### config.mk
export PLATFORM = sky130hd
export DESIGN_NAME = gvfc_cordic
export DESIGN_NICKNAME = d
export VERILOG_FILES = /design/src/hdl/gvfc_pkg.sv /design/src/hdl/gvfc_cordic.sv
export SDC_FILE = /design/constraint.sdc
export NUM_CORES = 2
export LEC_CHECK = 0
export BUFFER_PORTS_ARGS = -buffer_cell sky130_fd_sc_hd__buf_4
export CAP_MARGIN = 20
export CORE_MARGIN = 10
export CORE_UTILIZATION = 54
export CTS_CLUSTER_DIAMETER = 50
export CTS_CLUSTER_SIZE = 28
export DETAILED_ROUTE_END_ITERATION = 8
export PLACE_DENSITY = 0.74
export SLEW_MARGIN = 5
export SYNTH_ARGS = -nofsm -noshare
export SYNTH_HDL_FRONTEND = slang
export SYNTH_SLANG_ARGS = --single-unit
export TNS_END_PERCENT = 10
### constraint.sdc
create_clock -name clock -period 5.59 [get_ports clock]
set_input_delay 0.8385 -clock clock [delete_from_list [all_inputs] [get_ports clock]]
set_output_delay 0.8385 -clock clock [all_outputs]
set_load 0.01 [all_outputs]
### src/hdl/gvfc_pkg.sv
// ----------------------------------------------------------------------------
// gvfc_pkg: shared constants and tables for the ground velocity block
// Holds the fixed-point formats and the CORDIC arctangent table.
// ----------------------------------------------------------------------------
package gvfc_pkg;

   localparam int TABLE_LEN = 24;

   // Angles in 1/64 degree.
   localparam logic [14:0] FULL_TURN    = 15'd23040;
   localparam logic [14:0] HALF_TURN    = 15'd11520;
   localparam logic [14:0] QUARTER_TURN = 15'd5760;

   localparam logic [29:0] GAIN_Q30  = 30'd652032875;
   localparam logic [16:0] SPEED_MAX = 17'd131071;

   // Internal angle width (2^-14 degree), unit vector width (Q30),
   // velocity sum width and vectoring datapath width (2^-16 knot).
   localparam int ZW = 24;
   localparam int RW = 32;
   localparam int EW = 36;
   localparam int VW = 38;

   // atan(2^-i) in 2^-14 degree, rounded to nearest.
   function automatic logic signed [ZW-1:0] atan_of(input int i);
      logic signed [ZW-1:0] a;
      case (i)
         0:  a = 24'sd737280;
         1:  a = 24'sd435242;
         2:  a = 24'sd229970;
         3:  a = 24'sd116736;
         4:  a = 24'sd58595;
         5:  a = 24'sd29326;
         6:  a = 24'sd14667;
         7:  a = 24'sd7334;
         8:  a = 24'sd3667;
         9:  a = 24'sd1833;
         10: a = 24'sd917;
         11: a = 24'sd458;
         12: a = 24'sd229;
         13: a = 24'sd115;
         14: a = 24'sd57;
         15: a = 24'sd29;
         16: a = 24'sd14;
         17: a = 24'sd7;
         18: a = 24'sd4;
         19: a = 24'sd2;
         20: a = 24'sd1;
         default: a = 24'sd0;
      endcase
      return a;
   endfunction

endpackage

### src/hdl/gvfc_cordic.sv
// ----------------------------------------------------------------------------
// gvfc_cordic: pipelined CORDIC, one register stage per iteration
// Rotation mode steers by the sign of the angle, vectoring mode by the
// sign of y. A side tag and a valid bit travel with each transaction.
// ----------------------------------------------------------------------------
module gvfc_cordic #(
   parameter int STAGES    = 16,
   parameter int XW        = 32,
   parameter int TW        = 16,
   parameter bit VECTORING = 1'b0
) (
   input  logic                          clock,
   input  logic                          reset,
   input  logic                          enable,
   input  logic                          in_valid,
   input  logic signed [XW-1:0]          in_x,
   input  logic signed [XW-1:0]          in_y,
   input  logic signed [gvfc_pkg::ZW-1:0] in_z,
   input  logic [TW-1:0]                 in_tag,
   output logic                          out_valid,
   output logic signed [XW-1:0]          out_x,
   output logic signed [XW-1:0]          out_y,
   output logic signed [gvfc_pkg::ZW-1:0] out_z,
   output logic [TW-1:0]                 out_tag
);
   import gvfc_pkg::*;

   logic                 v_src [0:STAGES];
   logic signed [XW-1:0] x_src [0:STAGES];
   logic signed [XW-1:0] y_src [0:STAGES];
   logic signed [ZW-1:0] z_src [0:STAGES];
   logic [TW-1:0]        t_src [0:STAGES];

   assign v_src[0] = in_valid;
   assign x_src[0] = in_x;
   assign y_src[0] = in_y;
   assign z_src[0] = in_z;
   assign t_src[0] = in_tag;

   for (genvar i = 0; i < STAGES; i++) begin : g_stage
      logic                 up;
      logic signed [XW-1:0] x_in, y_in, x_ff, y_ff;
      logic signed [ZW-1:0] z_in, z_ff;
      logic [TW-1:0]        t_ff;
      logic                 v_ff;

      assign up = VECTORING ? y_src[i][XW-1] : !z_src[i][ZW-1];

      always_comb begin
         if (up) begin
            x_in = x_src[i] - (y_src[i] >>> i);
            y_in = y_src[i] + (x_src[i] >>> i);
            z_in = z_src[i] - atan_of(i);
         end else begin
            x_in = x_src[i] + (y_src[i] >>> i);
            y_in = y_src[i] - (x_src[i] >>> i);
            z_in = z_src[i] + atan_of(i);
         end
      end

      always_ff @(posedge clock) begin
         if (reset) begin
            v_ff <= 1'b0;
         end else if (enable) begin
            v_ff <= v_src[i];
         end
      end

      always_ff @(posedge clock) begin
         if (enable) begin
            x_ff <= x_in;
            y_ff <= y_in;
            z_ff <= z_in;
            t_ff <= t_src[i];
         end
      end

      assign v_src[i+1] = v_ff;
      assign x_src[i+1] = x_ff;
      assign y_src[i+1] = y_ff;
      assign z_src[i+1] = z_ff;
      assign t_src[i+1] = t_ff;
   end

   assign out_valid = v_src[STAGES];
   assign out_x     = x_src[STAGES];
   assign out_y     = y_src[STAGES];
   assign out_z     = z_src[STAGES];
   assign out_tag   = t_src[STAGES];

endmodule

# == Yosys cells after proc, flatten, opt, wreduce, memory -nomap -nowiden ==
# Cells that the tools add are included.
# word_totals
regBits,1680
latchBits,0
mem_bits_rw,0
romBits,0
inputBits,108
output_inout_bits,105
mem_count,0
# classes
add_sub_neg,95
mul,0
div,0
magnitude_cmp,0
n_eq_ne,0
shifts,0
mux,48
n_bitwise,0
n_reduce_logical,0
# op_table
cell,count
2-to-1 mux 32 bit,32
2-to-1 mux 24 bit,16
adder 32 x 17 -> 32 bit,2
adder 32 x 18 -> 32 bit,2
adder 32 x 19 -> 32 bit,2
adder 32 x 20 -> 32 bit,2
adder 32 x 21 -> 32 bit,2
adder 32 x 22 -> 32 bit,2
adder 32 x 23 -> 32 bit,2
adder 32 x 24 -> 32 bit,2
adder 32 x 25 -> 32 bit,2
adder 32 x 26 -> 32 bit,2
adder 32 x 27 -> 32 bit,2
adder 32 x 28 -> 32 bit,2
adder 32 x 29 -> 32 bit,2
adder 32 x 30 -> 32 bit,2
adder 32 x 31 -> 32 bit,2
subtractor 32 x 17 -> 32 bit,2
subtractor 32 x 18 -> 32 bit,2
subtractor 32 x 19 -> 32 bit,2
subtractor 32 x 20 -> 32 bit,2
subtractor 32 x 21 -> 32 bit,2
subtractor 32 x 22 -> 32 bit,2
subtractor 32 x 23 -> 32 bit,2
other kinds (42),51

# == Depth between registers and ports, before layout ==
# depth
word_depth,2
ltp_mapped,22
depth_no_buf,21

# == Least setup slack after synthesis ==
# No wires, ideal clock.
# synth_timing
path_type,reg2reg
from,register g_stage[10].x_ff[24]
to,register g_stage[11].y_ff[31] (data pin)
t_arrival_ps,4264
required_ps,5330
setup_slack_ps,1067
path_stages_with_launch,19
path_buffers,0
synth_period_minus_slack_ps,4523
cell_sequence,edfxtp_1 -> or3_1 -> or3_1 -> or3_1 -> nor3_1 -> and2_1 -> nor3_1 -> a21oi_1 -> ha_1 -> a21o_1 -> a21oi_1 -> nor2_1 -> o21a_1 -> o21a_1 -> or2_2 -> or4_1 -> a31o_1 -> a21oi_1 -> xnor2_1
# synth_via
elab_chain_len,2
elab_cells_between_ends,3
classes_between,2 x add/sub; 1 x mux
# synth_rtl
item,line,text
from (decl),gvfc_cordic.sv:42,"logic signed [XW-1:0] x_in, y_in, x_ff, y_ff;"
from (signal assigned),gvfc_cordic.sv:71,x_ff <= x_in;
adder 32 x 21 -> 32 bit or subtractor 32 x 21 -> 32 bit (tied branches),"gvfc_cordic.sv:52, gvfc_cordic.sv:56",
2-to-1 mux 32 bit *,gvfc_cordic.sv:50,if (up) begin
via g_stage[11].y_in[31],gvfc_cordic.sv:42,
to (signal assigned),gvfc_cordic.sv:72,y_ff <= y_in;
to (decl),gvfc_cordic.sv:42,
# The timed path passes the listed nets; every way through them passes the cells marked *.
# A chain may end at the register's enable or synchronous reset.

# == Final worst setup path ==
# layout_timing
from,register g_stage[6].y_ff[8]
to,register g_stage[7].x_ff[30] (data pin)
# layout_via
elab_chain_len,2
elab_cells_between_ends,3
classes_between,2 x add/sub; 1 x mux
# layout_rtl
item,line
from (decl),gvfc_cordic.sv:42
from (signal assigned),gvfc_cordic.sv:72
subtractor 32 x 25 -> 32 bit or adder 32 x 25 -> 32 bit (tied branches),"gvfc_cordic.sv:51, gvfc_cordic.sv:55"
2-to-1 mux 32 bit *,gvfc_cordic.sv:50
via g_stage[7].x_in[30],gvfc_cordic.sv:42
to (signal assigned),gvfc_cordic.sv:71
to (decl),gvfc_cordic.sv:42
# Marked as above.

==> key figures <==
STA
  • Max Clock Freq: around 0.20 GHz
  • Fin crit share: 0.888
  • Final Hold Viols: 0
  • Final Setup Violations: 0
  • Fin Setup TNS: 0 ps
  • Final Slew Violations: 0
  • Tightest Pin Transition: ~970 ps
  • RSZ-0062 raised after global routing: no
  • Clock Skews: approximately 66 ps
  • Clock period minus worst slack: ~5000 ps
  • Worst slew margin: 0.354

Floorplanning
  • I/O Pins: roughly 210
  • Die H: around 510 um
  • Die W: around 510 um
  • Core area: 241,000 um^2
  • Effective utilization at floorplan: 0.543
  • Die ar.: 263,000 um^2
  • Num rows: 180

Job
  • Max-cap violations: 0

Route
  • Routed len/inst: ~18 um
  • Vias per inst: approximately 6
  • Post-route DRC: 0
  • Drt first-iter violations: 8,740
  • Antenna violation net count after detailed routing: 0
  • Via count: ~99,000
  • Detailed Route WL: approximately 310 mm
  • Drt pass-1 iters: 8

Clock tree
  • CTS clk-pin slew, worst paths: approximately 60 ps
  • CTS Root Cell: clkbuf_16
  • Clk buf depth: 3
  • Clock Sinks: about 1,700
  • CTS tree: yes
  • Number of CTS-inserted buffers: 202
  • Post-CTS Resized: 0
  • Skew-Pair Late Insertion Delay: 890 ps
  • H-Tree Depth: 4
  • Postcts setup bufs: 0
  • Hold buffer count at cts: 0

Hold path
  • Hold Crit Class: in -> reg

Setup path
  • R2R Setup Slk: between 600 and 700 ps
  • Setup Crit Path Kind: reg -> reg
  • Crit end category: register
  • Crit start category: register
  • Worst setup startpoint: g_stage[6].y_ff[8]
  • CP arrival: 5550 ps
  • RR Endpoint: g_stage[7].x_ff[30]
  • Critical Path End: g_stage[7].x_ff[30]
  • Worst reg2reg startpoint: g_stage[6].y_ff[8]
  • Crit path max fanout: 6
  • Reg2reg path depth: 18
  • Data required time of the worst path: ~6000 ps

Logic synthesis
  • Synthesized Nets: 14,800
  • Post-synth EDFFs: ~1,700
  • Main synth FF type: edfxtp_1
  • Cell taking the most area after synthesis: edfxtp_1
  • Top-count cell post-synth: edfxtp_1
  • YS warnings: 0
  • Async set or reset register ratio after synthesis: 0
  • Syn Inst Count: between 10,000 and 15,000
  • Synth top area share: 0.381
  • Unique masters post-synth: about 110
  • Syn avg cell area: between 9 and 10 um^2
  • Post-synthesis sequential area ratio: 0.384
  • FF+latch count, synth: about 1,700
  • Synth top cells by count: 1,663 x edfxtp_1, 1,480 x ha_1, 1,464 x a21oi_1, 1,218 x xnor2_1, 1,129 x nor2_1
  • Area of the mapped netlist: approximately 130,000 um^2
  • Top cells by area, synth: edfxtp_1 38%, ha_1 14%, xnor2_1 8.1%

Global routing
  • Initial antenna violation count: 4
  • GR Util All Layers: 0.227
  • Largest net degree at the start of global routing: between 150 and 200
  • Vias in the first global route: 93,300
  • GRT overflow: 0
  • First-pass GRT wire length: ~500 mm

Final layout
  • Filler cells: 20,300
  • Layout area overhead: 9.86%
  • Fin nets: between 15,000 and 20,000
  • Share of post-route cells with drive strength above 1: 0.0625

Place
  • HPWL after DPL: 243 mm
  • IO buf count: approximately 210
  • Placer Congestion: ~0.95

Outcome
  • Status: completed
==> logic make-up (layout without fill, tap and decap cells) <==
kind of cell / Yosys count / in the layout / synth area share
DFF: 1679 / 1679 / 0.384
AOI/OAI and AO/OA: 3881 / 3881 / 0.187
and+or+nand+nor: 3252 / 3252 / 0.121
xor gates and xnor gates: 1860 / 1860 / 0.124
other: 0 / 2 / 0
muxes: 131 / 131 / 0.0105
adders and majority gates: 1529 / 1529 / 0.149
buffers and inverters: 828 / 1290 / 0.0239
==> sequential cells by signal, summed over array words and instances (netlist names) <==
| signal | count |
|---|---|
| g_stage.x_ff | 480 |
| g_stage.y_ff | 479 |
| g_stage.z_ff | 360 |
| g_stage.t_ff | 240 |
| out_x | 32 |
| out_y | 32 |
| out_z | 24 |
| out_tag | 16 |
| g_stage.v_ff | 15 |
| out_valid | 1 |
==> final cells by class <==
| cell class | instances | area [um^2] | share of cell area |
|---|---|---|---|
| sequential | 1679 | 50300 | 0.349 |
| timing repair buffer | 320 | 2560 | 0.0178 |
| inverter | 592 | 2220 | 0.0154 |
| clock inverter | 165 | 2160 | 0.0150 |
| tap | 3185 | 3990 | 0.0277 |
| antenna | 2 | 5.00 | 0.0000348 |
| multi-input combinational | 10700 | 77600 | 0.539 |
| clock buffer | 213 | 5120 | 0.0356 |
==> worst min-delay path by stage <==
stage                                    from                   end  slack, ps  depth (start not counted)
after floorplan            g_stage[9].t_ff[0]   g_stage[10].t_ff[0]        400                          0
after global placement    g_stage[14].t_ff[4]            out_tag[4]        400                          0
after detailed placement  g_stage[9].t_ff[11]  g_stage[10].t_ff[11]        400                          0
after CTS                           in_tag[5]    g_stage[0].t_ff[5]         30                          1
after global routing                in_tag[7]    g_stage[0].t_ff[7]         60                          1
final                                 in_z[6]    g_stage[0].z_ff[6]        130                          1
==> worst max-delay path, stage by stage (launching register included) <==
cell       delay (ps)
edfxtp_1          450
inv_1              90
ha_1              160
nand2b_1           90
nor4_1            400
nor2b_1           530
a21oi_1           160
xor2_1            360
ha_1              340
o21a_1            190
o21ai_0           150
a31oi_1           120
a31oi_1           230
nor2_1            100
a221o_1           340
a2111oi_0         580
o31ai_1           150
a21oi_1           190
xnor2_1            80
==> through the flow <==
stage                     utilization  hold WS [ps]  instances  cell area, um^2  setup slack (ps)
after floorplan                     -           400      13200           131000              1070
after global placement          0.567           400      16400           137000               795
after detailed placement        0.567           405      16400           137000               726
after CTS                       0.597          29.9      16800           144000               695
after global routing            0.597          61.9      16800           144000               149
final                           0.597           127      16800           144000               626
==> cells in the final DEF, fill, tap and decap left out, drive strengths merged, types with 197 or more instances in the layout <==
master     n
edfxtp  1663
ha      1480
a21oi   1466
xnor2   1219
nor2    1129
inv      657
a21o     646
xor2     641
o21ai    603
nand2    539
nor3     331
buf      320
nand3    218
nand2b   216
clkbuf   213
o21bai   202
nor2b    197
==> per-layer routing <==
| metal | up-vias | track usage | wire, um |
|---|---|---|---|
| met5 | - | 0 | 13 |
| met4 | 2 | 0.0709 | 9790 |
| met3 | 504 | 0.0302 | 18400 |
| met2 | 2861 | 0.375 | 143000 |
| met1 | 46600 | 0.310 | 140000 |
| li1 | 49300 | - | - |
Power is left out: the tool's default activity adds up to more than one toggle a clock period on the data nets, which glitch-free logic cannot reach.
